<file path="config.mk">
export PLATFORM = sky130hd
export DESIGN_NAME = sibor_divider
export DESIGN_NICKNAME = d
export VERILOG_FILES = /design/src/rtl/sibor_pkg.sv /design/src/rtl/sibor_divider.sv
export SDC_FILE = /design/constraint.sdc
export NUM_CORES = 1
export LEC_CHECK = 0
export BUFFER_PORTS_ARGS = -buffer_cell sky130_fd_sc_hd__buf_2
export CAP_MARGIN = 20
export CORE_MARGIN = 5
export CORE_UTILIZATION = 45
export DETAILED_ROUTE_END_ITERATION = 7
export GPL_ROUTABILITY_DRIVEN = 1
export PLACE_DENSITY = 0.72
export SETUP_SLACK_MARGIN = 0.2
export SLEW_MARGIN = 5
export SYNTH_ARGS = -nofsm -noshare
export SYNTH_HDL_FRONTEND = slang
export SYNTH_SLANG_ARGS = --single-unit
</file>
<file path="constraint.sdc">
create_clock -name clk -period 3.63 [get_ports clk]
set_input_delay 0.1815 -clock clk [delete_from_list [all_inputs] [get_ports clk]]
set_output_delay 0.1815 -clock clk [all_outputs]
set_load 0.02 [all_outputs]
</file>
<file path="src/rtl/sibor_pkg.sv">
// ---------------------------------------------------------------------------
// sibor_pkg
// Shared constants and types of the block offset unit.
// ---------------------------------------------------------------------------
`timescale 1ns / 1ps
package sibor_pkg;
    localparam int MAX_WORDS = 1024;
    localparam int WORD_BITS = 64;
    localparam int ADDR_W    = $clog2(MAX_WORDS);
    localparam int CNT_W     = $clog2(MAX_WORDS + 1);
    localparam int RANK_W    = 17;
    localparam int OFF_W     = 48;
    localparam int CFG_W     = 32;

    localparam logic [2:0] REG_BLK_BYTES     = 3'd0;
    localparam logic [2:0] REG_CK_BYTES      = 3'd1;
    localparam logic [2:0] REG_BLOCKS_PER_CK = 3'd2;
    localparam logic [2:0] REG_DATA_BASE     = 3'd3;
    localparam logic [2:0] REG_WORDS_PER_GRP = 3'd4;

    localparam logic [1:0] ST_OK     = 2'd0;
    localparam logic [1:0] ST_BEYOND = 2'd1;
    localparam logic [1:0] ST_FULL   = 2'd2;

    localparam logic OP_APPEND = 1'b0;
    localparam logic OP_QUERY  = 1'b1;

    function automatic logic [6:0] popcount(input logic [WORD_BITS-1:0] v);
        logic [6:0] n;
        n = '0;
        for (int i = 0; i < WORD_BITS; i++)
        begin
            n = n + {6'd0, v[i]};
        end
        return n;
    endfunction
endpackage

</file>
<file path="src/rtl/sibor_divider.sv">
// ---------------------------------------------------------------------------
// sibor_divider
// Restoring divider, one quotient bit a cycle: 17-bit dividend, 21-bit divisor.
// ---------------------------------------------------------------------------
`timescale 1ns / 1ps
module sibor_divider (
    input  logic                        clk,
    input  logic                        rst_n,
    input  logic                        go,
    input  logic [sibor_pkg::RANK_W-1:0] dividend,
    input  logic [20:0]                 divisor,
    output logic                        done,
    output logic [sibor_pkg::RANK_W-1:0] quotient
);
    logic [sibor_pkg::RANK_W-1:0] q_reg;
    logic [21:0]                  r_reg;
    logic [4:0]                   n_reg;
    logic                         run_reg;
    logic [21:0]                  trial;

    assign trial    = {r_reg[20:0], q_reg[sibor_pkg::RANK_W-1]};
    assign quotient = q_reg;
    assign done     = run_reg && (n_reg == 5'd0);

    always_ff @(posedge clk or negedge rst_n)
    begin
        if (!rst_n)
        begin
            run_reg <= 1'b0;
            n_reg   <= '0;
            q_reg   <= '0;
            r_reg   <= '0;
        end
        else if (go)
        begin
            run_reg <= 1'b1;
            n_reg   <= 5'(sibor_pkg::RANK_W);
            q_reg   <= dividend;
            r_reg   <= '0;
        end
        else if (run_reg && n_reg != 5'd0)
        begin
            n_reg <= n_reg - 5'd1;
            if (trial >= {1'b0, divisor})
            begin
                r_reg <= trial - {1'b0, divisor};
                q_reg <= {q_reg[sibor_pkg::RANK_W-2:0], 1'b1};
            end
            else
            begin
                r_reg <= trial;
                q_reg <= {q_reg[sibor_pkg::RANK_W-2:0], 1'b0};
            end
        end
        else
        begin
            run_reg <= 1'b0;
        end
    end
endmodule

</file>
After elaboration in Yosys (flattened, before gate mapping)
Index checks and enable logic that the tools add are counted.
{ "classes": {"eq_ne": 1, "add_sub_neg": 2, "n_lt_le_gt_ge": 1, "reduce_logical": 5, "n_mux": 10} }
{ "op_table": {"columns": ["operator", "n"], "rows": [
  ["$mux 21", 3],
  ["$mux 17", 2],
  ["$ge 22x21->1", 1],
  ["$sub 21x21->21", 1],
  ["$mux 5", 2],
  ["$logic_not 5->1", 1],
  ["$reduce_bool 5->1", 1],
  ["$sub 5x1->5 const B", 1],
  ["$mux 1", 3],
  ["$logic_and 1x1->1", 2],
  ["$ne 2x2->1 const B", 1],
  ["$reduce_bool 2->1", 1]
]} }
{ "word_totals": {"wordCells": 23, "output_inout_bits": 18, "regBits": 44, "input_bits": 41} }

Depth between registers and ports, before layout
Gate-level depths: netlist of the first run.
{ "logic_depth": {"word_depth": 4, "ltp_mapped": 11, "ltp_nobuf": 10} }

Worst setup path before layout of the first run
OpenSTA, ideal clock, no wires.
{ "synth_path": {"kind": "reg2reg", "from": "register q_reg, in the netlist quotient[16]", "to": "register r_reg[3]", "setup_ns": 0.099, "period_less_slack_ns": 2.760, "stages_incl_launch_ff": 11, "path_buffers": 0, "required_ns": 3.531, "slack_ns": 0.870, "t_arrival_ns": 2.661, "cell_sequence": "dfrtp_1 -> inv_1 -> ha_1 -> fa_1 -> and2b_1 -> o31ai_4 -> a211oi_2 -> o2111a_2 -> nor2_2 -> or3_1 -> a311oi_1"} }
{ "synth_via": {"elab_chain_cells": 4, "word_cells_on_any_way": 5, "cone_classes": "1 x add/sub; 1 x order compare; 3 x mux"} }
{ "synth_lines": {"columns": ["item", "line_no", "source"], "rows": [
  ["start, declared", "sibor_divider.sv:15", "logic [sibor_pkg::RANK_W-1:0] q_reg;"],
  ["start signal, assigned", "sibor_divider.sv:38", "q_reg <= dividend;"],
  ["start signal, assigned", "sibor_divider.sv:47", "q_reg <= {q_reg[sibor_pkg::RANK_W-2:0], 1'b1};"],
  ["start signal, assigned", "sibor_divider.sv:52", "q_reg <= {q_reg[sibor_pkg::RANK_W-2:0], 1'b0};"],
  ["$sub 21x21->21 / $ge 22x21->1 (equally long branches)", "sibor_divider.sv:46, sibor_divider.sv:44", null],
  ["$mux 21 (*)", "sibor_divider.sv:44", "if (trial >= {1'b0, divisor})"],
  ["$mux 21 (*)", "sibor_divider.sv:41", "else if (run_reg && n_reg != 5'd0)"],
  ["$mux 21 (*)", "sibor_divider.sv:34", "else if (go)"],
  ["end signal, assigned", "sibor_divider.sv:46", "r_reg <= trial - {1'b0, divisor};"],
  ["end signal, assigned", "sibor_divider.sv:51", "r_reg <= trial;"],
  ["end, declared", "sibor_divider.sv:16", "logic [21:0] r_reg;"]
]} }
Every way passes the cells marked *; elsewhere a longest branch is shown, timed or not. The select of a mux whose other input is x is not followed.
A chain may end at the register's enable or synchronous reset.

Worst setup path in the final report of the first run
Same ends and word-level chain as after synthesis.

==> impl_metrics.py, run 1 <==
metrics = {
    "run_status": {
        "outcome": "completed",
    },
    "worst_setup_path": {
        "critPathSlowestCell": "dfrtp_1",
        "startpoint_type": "flip-flop",
        "cp_data_arrival_time_ns": 3.36,
        "critPathRequiredTime_ns": 3.83,
        "slowest_delay_ns": 0.40,
        "critPathKind": "flip-flop to flip-flop",
        "critPathCaptureType": "flip-flop",
        "path_cells": "inv_1, ha_1, fa_1, and2b_1, o31ai_4, a211oi_2, o2111a_2, nor2_2, buf_4, or3_1, a311oi_1",
        "crit_fanout": 12,
    },
    "routing": {
        "post_drt_wl_per_cell_um": 15.59,
        "via_per_inst": 5.685,
        "wl_met1_um": 4236,
        "dr.max_layer_used": "met4",
        "drt-total-wl_um": 8760,
        "ant_nets": 0,
        "wl_met2_um": 4052,
        "drc": 0,
        "route.met3.wl_um": 387,
        "drt-pass1-iter-count": 4,
        "drt_first_iter_violations": 168,
        "vias": 3195,
    },
    "floorplan": {
        "die-area_um2": 9501,
        "fp.dieH_um": 97.48,
        "pin_count": 59,
        "start_util_pct": 46.72,
        "num_rows": 31,
        "core_area_um2": 7370,
        "die_w_um": 97.48,
    },
    "layout": {
        "drive_above_1_share_pct": 18.57,
        "seq_area_um2": 1101,
        "nets": 527,
        "area_delta_synth_final_pct": 15.08,
        "fillers": 744,
        "layout.cells.non_filler": 562,
        "fin_util_pct": 53.77,
        "multi_input_area_um2": 2157,
        "largest_register_ffs": 21,
        "layout_commonest_cell": "buf_2",
        "diodes": 0,
        "final_cell_mix": "buf_2 (58), nand2_1 (49), dfrtp_1 (44), nor2_1 (32), inv_1 (31)",
    },
    "synthesis": {
        "yosysTopAreaCell": "dfrtp_1",
        "synth-compound-area-share_pct": 25.18,
        "seq_area_frac_synth_pct": 31.98,
        "yosys.area_share.adder_pct": 8.939,
        "ys_types": 64,
        "async_flop_share_pct": 100.0,
        "synth_top_area_share_pct": 31.98,
        "yosys_warnings": 0,
        "ys_ff_latch": 44,
        "synth-edff-count": 0,
        "synthXorXnorAreaFrac_pct": 3.052,
        "syn-num-nets": 476,
        "synth_ff_type": "dfrtp_1",
        "synth_top_family_by_area": "compound AO/OA/AOI/OAI gates",
        "syn_area_per_cell_um2": 8.378,
        "netlist_instances": 411,
        "syn-cell-area_um2": 3443,
        "synth.area.mux_share_pct": 5.560,
        "yosys-top-cells-area": "dfrtp_1 (32%), ha_1 (8.4%), nand2_1 (5.3%)",
        "synth-simple-area-share_pct": 19.69,
    },
    "clocking": {
        "numCtsBuffers": 5,
        "clkLatencyLatePin_ns": 0.30,
        "cts_sinks": 44,
        "post_cts_buffers": 0,
        "cts_htree_levels": 2,
        "cts_tree": "built",
        "root_buffer": "clkbuf_8",
        "cts.hold.buffers_added": 0,
        "cts_resized": 0,
        "clockBufferDepth": 2,
        "clkTransAtPathRegs_ns": 0.09,
    },
    "place": {
        "gp_congestion": 0.8942,
        "dpl.hpwl_um": 6366,
        "dp.cells": 552,
        "port_buffers": 58,
    },
    "power_and_ir_drop": {
        "power.total_uw": 2767,
        "ir_drop_uv": 299.9,
        "p_leak_uw": 0.002005,
        "power_density_nw_per_um2": 698.2,
    },
    "timing": {
        "period_share_pct": 86.95,
        "slew_viol_final": 0,
        "fin_skew_ns": 0.009048,
        "period_needed_ns": 3.156,
        "hold_violations": 0,
        "fmax_mhz": 316.8,
        "rsz0062_at_grt": "no",
        "setup_viol": 0,
        "tightestPinTransition_ns": 1.007,
        "slew_headroom_pct": 32.83,
        "finalSetupTns_ns": 0,
    },
    "global_routing": {
        "antenna_found_initial": 0,
        "grt_pass1_wl_um": 15170,
        "grtUsageTotal_pct": 18.90,
        "grt_max_degree": 62,
        "grt_pass1_vias": 3143,
        "gr-total-overflow": 0,
    },
    "job": {
        "drv_cap": 0,
    },
    "hold_path": {
        "hold_path.class": "input port to flip-flop",
    },
}
[path summary, 6_finish.rpt]
kind                                   start          end  slack, ns  cells after the start
worst max-delay path            quotient[16]     r_reg[3]       0.47                     11
worst min-delay path             dividend[0]  quotient[0]       0.07                      2
worst max register to register  quotient[16]     r_reg[3]       0.47                     11
worst min register to register      r_reg[8]     r_reg[8]       0.56                      2
max in group asynchronous              rst_n     n_reg[1]       2.89                      3
min in group asynchronous              rst_n     r_reg[5]       0.27                      2
[cell usage after synthesis, types with 2 or more instances]
| library cell | n |
|---|---|
| nand2_1 | 49 |
| o211ai_1 | 5 |
| or2_2 | 2 |
| dfrtp_1 | 44 |
| o21bai_1 | 3 |
| nand2b_1 | 5 |
| buf_2 | 3 |
| nand3_1 | 5 |
| o21a_1 | 5 |
| mux2i_1 | 18 |
| inv_1 | 31 |
| o31a_1 | 4 |
| nor3b_1 | 2 |
| a221oi_1 | 3 |
| a311oi_1 | 12 |
| nor2b_1 | 6 |
| nor2_1 | 32 |
| and3_1 | 6 |
| xor2_1 | 4 |
| nor4_1 | 2 |
| or3_1 | 6 |
| ha_1 | 23 |
| a211oi_1 | 9 |
| clkbuf_1 | 14 |
| nor3_1 | 10 |
| o31ai_1 | 2 |
| and2_1 | 2 |
| o21ai_0 | 29 |
| xnor2_1 | 8 |
| a31oi_1 | 4 |
| a21oi_1 | 19 |
| a21o_1 | 8 |
| nand4_1 | 3 |
| a21boi_0 | 3 |
[worst max-delay path, delay by kind of cell (launching register included)]
family,cells,cell delay [ns]
flip-flops,1,0.40
AND/OR/NAND/NOR,3,0.78
buffers and inverters,2,0.27
AO/OA/AOI/OAI,4,1.01
adder cells (fa/ha/maj),2,0.60
[layer usage]
metal | vias up | track usage (%)
li1 | 1591 | -
met1 | 1509 | 26.98
met2 | 85 | 30.21
met3 | 10 | 3.087
met4 | 0 | 3.940
met5 | - | 0
[cell families (layout without fill, tap and decap cells)]
kind of cell	Yosys count	count (layout)
buf+inv	50	102
xor+xnor	12	12
compound gates	122	122
flops	44	44
fa+ha+maj	24	24
mux	19	19
simple gates	140	140
[layout make-up]
class	count	area share, %
well taps	99	3.126
inverters	31	2.937
clock inverters	2	0.9788
repair buffers	63	8.652
clock buffers	6	2.084
flip-flops and latches	44	27.79
multi-input cells	317	54.44
[per-stage QoR]
stage	hold WS (ns)	cell area (um2)	setup WS, ns
finish	0.07169	3963	0.4736
CTS	0.07043	3933	0.4654
detailed placement	0.3905	3811	0.5232
global placement	0.3880	3811	0.6830
floorplan	-0.1141	3443	0.8696
global route	0.08149	3963	0.2263
[where the power goes]
part	switching (uW)	internal [uW]
combinational	933	655
clock	186	225
sequential	131	637
total	1250	1520
Note: power is estimated with default switching activity, not from simulation.
==> inputs of run 2 (changes only) <==
- CORE_ASPECT_RATIO: not set -> 1.75
==> impl_metrics.py, run 2 (synthesized netlist as in run 1, its figures left out) <==
metrics = {
    "run_status": {
        "outcome": "completed",
    },
    "place": {
        "dpl.hpwl_um": 6463,
        "gp_congestion": 0.9488,
        "port_buffers": 58,
        "pre_cts_ws_ns": 0.6034,
    },
    "worst_setup_path": {
        "path_cells": "inv_1, ha_1, fa_1, and2b_1, o31ai_4, a211oi_2, o2111ai_1, nand2_1, mux2i_1, a211oi_1",
        "r2r_slack_ns": 0.58,
        "cp_num_buf_inv": 1,
        "critPathLaunch": "quotient[16]",
        "rr_endpoint": "r_reg[18]",
        "critPathTopFamily": "simple AND/OR/NAND/NOR gates",
        "startpoint_type": "flip-flop",
        "worst_r2r_path_depth": 10,
        "cp_data_arrival_time_ns": 3.17,
        "slowest_delay_ns": 0.54,
        "critPathRequiredTime_ns": 3.75,
        "critPathKind": "flip-flop to flip-flop",
        "critPathSlowestCell": "nand2_1",
        "crit_fanout": 16,
        "worstReg2RegStart": "quotient[16]",
        "critPathCaptureType": "flip-flop",
    },
    "power_and_ir_drop": {
        "p_sw_share_pct": 43.45,
        "p_clk_share_pct": 19.1,
        "power_density_nw_per_um2": 736.8,
        "combPwrFrac_pct": 54.6,
        "power_frac_seq_pct": 26.2,
        "internal-power_uw": 1671,
        "ir_drop_uv": 471.6,
        "p_leak_uw": 0.002034,
        "p_switching_uw": 1284,
    },
    "clocking": {
        "cts_tree": "built",
        "cts_htree_levels": 2,
        "numCtsBuffers": 5,
        "clockBufferDepth": 2,
        "cts_resized": 0,
        "root_buffer": "clkbuf_16",
        "cts_sinks": 44,
        "clkLatencyLatePin_ns": 0.29,
        "clkTransAtPathRegs_ns": 0.07,
    },
    "hold_path": {
        "hold_path_depth": 3,
        "hold_path.class": "input port to flip-flop",
        "worstHoldEndpoint": "quotient[5]",
        "worstHoldStart": "dividend[5]",
    },
    "timing": {
        "timing.final.ws_setup_ns": 0.5760,
        "fmax_mhz": 327.4,
        "tightestPinTransition_ns": 1.023,
        "rsz0062_at_grt": "no",
        "hold_violations": 0,
        "slew_headroom_pct": 31.82,
        "period_needed_ns": 3.054,
        "setup_viol": 0,
        "period_share_pct": 84.13,
        "finalSetupTns_ns": 0,
        "slew_viol_final": 0,
        "fin_skew_ns": 0.009193,
    },
    "layout": {
        "area_delta_synth_final_pct": 16.46,
        "diodes": 0,
        "largest_register_ffs": 21,
        "nets": 527,
        "fin_util_pct": 53.36,
        "drive_above_1_share_pct": 18.57,
        "layout_commonest_cell": "buf_2",
        "final_cell_mix": "buf_2 (58), nand2_1 (49), dfrtp_1 (44), nor2_1 (32), inv_1 (31)",
    },
    "floorplan": {
        "die_w_um": 76.13,
        "core_area_um2": 7515,
        "die-area_um2": 9570,
        "start_util_pct": 45.82,
        "pin_count": 59,
        "fp.dieH_um": 125.7,
        "num_rows": 42,
    },
    "global_routing": {
        "grtUsageTotal_pct": 18.60,
        "grt_pass1_vias": 3258,
        "grt_max_degree": 62,
        "gr-total-overflow": 0,
        "grt_pass1_wl_um": 14970,
        "antenna_found_initial": 0,
    },
    "routing": {
        "drt-total-wl_um": 8848,
        "drt-pass1-iter-count": 5,
        "vias": 3216,
        "drc": 0,
        "drt_first_iter_violations": 276,
        "ant_nets": 0,
        "via_per_inst": 5.837,
        "post_drt_wl_per_cell_um": 16.06,
    },
    "job": {
        "drv_cap": 0,
    },
}
-- run 2: what timing repair did --
action,CTS,global route
endpoints found under the hold margin,0,13
hold buffers,0,1
buffers inserted,0,0
-- run 2: power by group through the flow --
stage / clock network (uW) / logic [uW] / registers, uW
floorplan: 0 / 1180 / 785
global placement: 0 / 1560 / 778
detailed placement: 0 / 1600 / 781
CTS: 575 / 1610 / 776
global route: 595 / 1800 / 798
finish: 565 / 1610 / 776
-- run 2: layout make-up --
| class | instances | area [um2] |
|---|---|---|
| fill | 725 | 3505 |
| multi-input combinational | 317 | 2157 |
| sequential | 44 | 1101 |
| timing repair buffer | 63 | 342.8 |
| clock buffer | 7 | 152.6 |
| inverter | 31 | 116.4 |
| tap | 88 | 110.1 |
| clock inverter | 1 | 30.03 |
-- run 2: worst min-delay path, stage by stage --
cell and delay, ns:
buf_2 0.08, nand2_1 0.04, o21ai_0 0.05
-- run 2: worst max-delay path by stage --
stage                endpoint  cells after the start
detailed placement  r_reg[18]                     10
CTS                 r_reg[18]                     10
floorplan            r_reg[3]                     10
global placement     r_reg[3]                     11
global route        r_reg[18]                     10
finish              r_reg[18]                     10
-- run 2: layer usage --
metal | vias up | track usage (%) | wire (um)
met2 | 103 | 33.59 | 4571
met3 | 23 | 3.143 | 414
met4 | 0 | 8.033 | 325
li1 | 1589 | - | -
met5 | - | 0 | 0
met1 | 1501 | 21.19 | 3537
-- run 2: per-stage QoR --
| step | hold slack (ns) | instance area, um2 | instances | power (uW) |
|---|---|---|---|---|
| after detailed placement | 0.3892 | 3797 | 541 | 2377 |
| after floorplan | -0.1141 | 3443 | 411 | 1968 |
| final | 0.1008 | 4010 | 551 | 2955 |
| after CTS | 0.09741 | 3980 | 549 | 2959 |
| after global placement | 0.3868 | 3797 | 541 | 2339 |
| after global routing | 0.08961 | 4010 | 551 | 3192 |
==> inputs of run 3 (changes only) <==
- ABC_AREA: not set -> 1
- clock period: 3.63 -> 3.1 ns (I/O delays scaled with it)
==> impl_metrics.py, run 3 <==
metrics = {
    "place": {
        "port_buffers": 58,
        "gp_congestion": 0.9341,
        "dpl.hpwl_um": 7506,
        "dpl-instance-area_um2": 3994,
    },
    "synthesis": {
        "async_flop_share_pct": 100.0,
        "yosys-top-cells-area": "dfrtp_1 (31%), nand2_1 (21%), inv_1 (9.3%)",
        "ys_types": 36,
        "yosysTopAreaCell": "dfrtp_1",
        "syn-num-nets": 611,
        "synth_ff_type": "dfrtp_1",
        "yosys_warnings": 0,
        "synth_most_common_cell": "nand2_1",
        "syn-cell-area_um2": 3610,
        "netlist_instances": 546,
        "synth_commonest_cells": "nand2_1 (202), inv_1 (89), dfrtp_1 (44), nand3_1 (44), nor2_1 (27)",
        "seq_area_frac_synth_pct": 30.50,
        "ys_ff_latch": 44,
        "synth_top_area_share_pct": 30.50,
        "synth-edff-count": 0,
        "syn_area_per_cell_um2": 6.611,
    },
    "layout": {
        "layout_commonest_cell": "nand2_1",
        "nets": 673,
        "final_cell_mix": "nand2_1 (202), inv_1 (89), buf_2 (58), nand3_1 (44), dfrtp_1 (44)",
        "drive_above_1_share_pct": 15.76,
        "postLayoutCellArea_um2": 4169,
        "largest_register_ffs": 21,
        "area_delta_synth_final_pct": 15.49,
        "diodes": 0,
    },
    "routing": {
        "drt_first_iter_violations": 251,
        "drt-total-wl_um": 9481,
        "post_drt_wl_per_cell_um": 13.56,
        "drt-pass1-iter-count": 5,
        "vias": 3583,
        "ant_nets": 0,
        "drc": 0,
        "via_per_inst": 5.126,
    },
    "power_and_ir_drop": {
        "p_leak_uw": 0.002393,
        "ir_drop_uv": 516.2,
        "power_density_nw_per_um2": 910.9,
    },
    "job": {
        "drv_cap": 0,
    },
    "timing": {
        "fin_skew_ns": 0.003323,
        "period_needed_ns": 2.421,
        "period_share_pct": 78.09,
        "slew_headroom_pct": 70.25,
        "rsz0062_at_grt": "no",
        "setup_viol": 0,
        "finalSetupTns_ns": 0,
        "hold_violations": 0,
        "fmax_mhz": 413.1,
        "tightestPinTransition_ns": 0.4457,
        "slew_viol_final": 0,
    },
    "worst_setup_path": {
        "crit_fanout": 24,
        "critPathRequiredTime_ns": 3.33,
        "startpoint_type": "flip-flop",
        "cp_data_arrival_time_ns": 2.66,
        "critPathCaptureType": "flip-flop",
        "critPathKind": "flip-flop to flip-flop",
    },
    "clocking": {
        "clkLatencyLatePin_ns": 0.30,
        "cts_htree_levels": 2,
        "cts_sinks": 44,
        "clkTransAtPathRegs_ns": 0.07,
        "numCtsBuffers": 5,
        "cts_tree": "built",
        "clockBufferDepth": 2,
        "root_buffer": "clkbuf_16",
    },
    "floorplan": {
        "num_rows": 43,
        "die_w_um": 77.71,
        "core_area_um2": 7909,
        "start_util_pct": 45.64,
        "die-area_um2": 9984,
        "pin_count": 59,
        "fp.dieH_um": 128.5,
    },
    "global_routing": {
        "antenna_found_initial": 0,
        "grtUsageTotal_pct": 20.03,
        "grt_max_degree": 45,
        "grt_pass1_vias": 3703,
        "gr-total-overflow": 0,
        "grt_pass1_wl_um": 16280,
    },
    "hold_path": {
        "hold_path.class": "input port to flip-flop",
    },
    "run_status": {
        "outcome": "completed",
    },
}
[run 3: routing by layer]
metal	global-route usage [%]	share of wire [%]	vias to the layer above
met3	3.011	4.4	20
met1	20.77	37	1644
li1	-	-	1840
met2	37.42	55	79
met4	11.23	3.8	0
met5	0	0	-
[run 3: logic make-up after synthesis]
family	synth area share [%]
AOI/OAI and AO/OA	8.666
and+or+nand+nor	38.47
DFF	30.50
adders and majority gates	8.527
xor gates and xnor gates	2.184
buffers and inverters	11.65
[run 3: layout make-up]
class,instances,area [um2]
Fill cell,795,3740
Multi-Input combinational cell,397,2088
Sequential cell,44,1101
Timing Repair Buffer,67,372.9
Inverter,93,349.1
Clock buffer,6,128.9
Tap cell,90,112.6
Clock inverter,2,16.27
[run 3: path summary, 6_finish.rpt]
| path | start | endpoint | slack, ns | depth (start not counted) |
|---|---|---|---|---|
| min in group asynchronous | rst_n | quotient[11] | 0.29 | 2 |
| max | quotient[16] | r_reg[18] | 0.68 | 14 |
| min | dividend[6] | quotient[6] | 0.07 | 3 |
| min reg2reg | n_reg[3] | n_reg[3] | 0.48 | 1 |
| max reg2reg | quotient[16] | r_reg[18] | 0.68 | 14 |
| max in group asynchronous | rst_n | r_reg[10] | 2.33 | 3 |
[run 3: critical path: stages (launching register included)]
cell,delay [ns]
dfrtp_1,0.34
inv_1,0.06
ha_1,0.20
fa_1,0.41
inv_1,0.09
nand3_1,0.08
nand3_1,0.13
nand2_1,0.10
nand2_2,0.10
nand2_4,0.15
nand2_4,0.29
nand2_1,0.19
nand2_1,0.10
nand2_1,0.05
nand2_1,0.05
[run 3: repair_timing]
| item | CTS | global route |
|---|---|---|
| setup buffers | 0 | 0 |
| hold buffers | 0 | 1 |
| hold endpoints to repair | 0 | 12 |
| resized for setup | 0 | 0 |
[run 3: report_power, final]
part | switching [uW] | total [uW] | internal, uW | leakage [uW]
clock network | 245 | 546 | 301 | 0.0000671
logic | 1470 | 2300 | 828 | 0.00177
registers | 166 | 956 | 790 | 0.000554
[run 3: through the flow]
stage	utilization, %	hold slack (ns)	std cells	setup WS, ns	total power (uW)
floorplan	-	-0.1406	546	0.9452	2723
global placement	50.50	0.3694	689	0.7367	3212
detailed placement	50.50	0.3808	689	0.6757	3254
CTS	52.33	0.06634	697	0.6563	3811
global route	52.71	0.08444	699	0.4032	4183
finish	52.71	0.06890	699	0.6791	3797
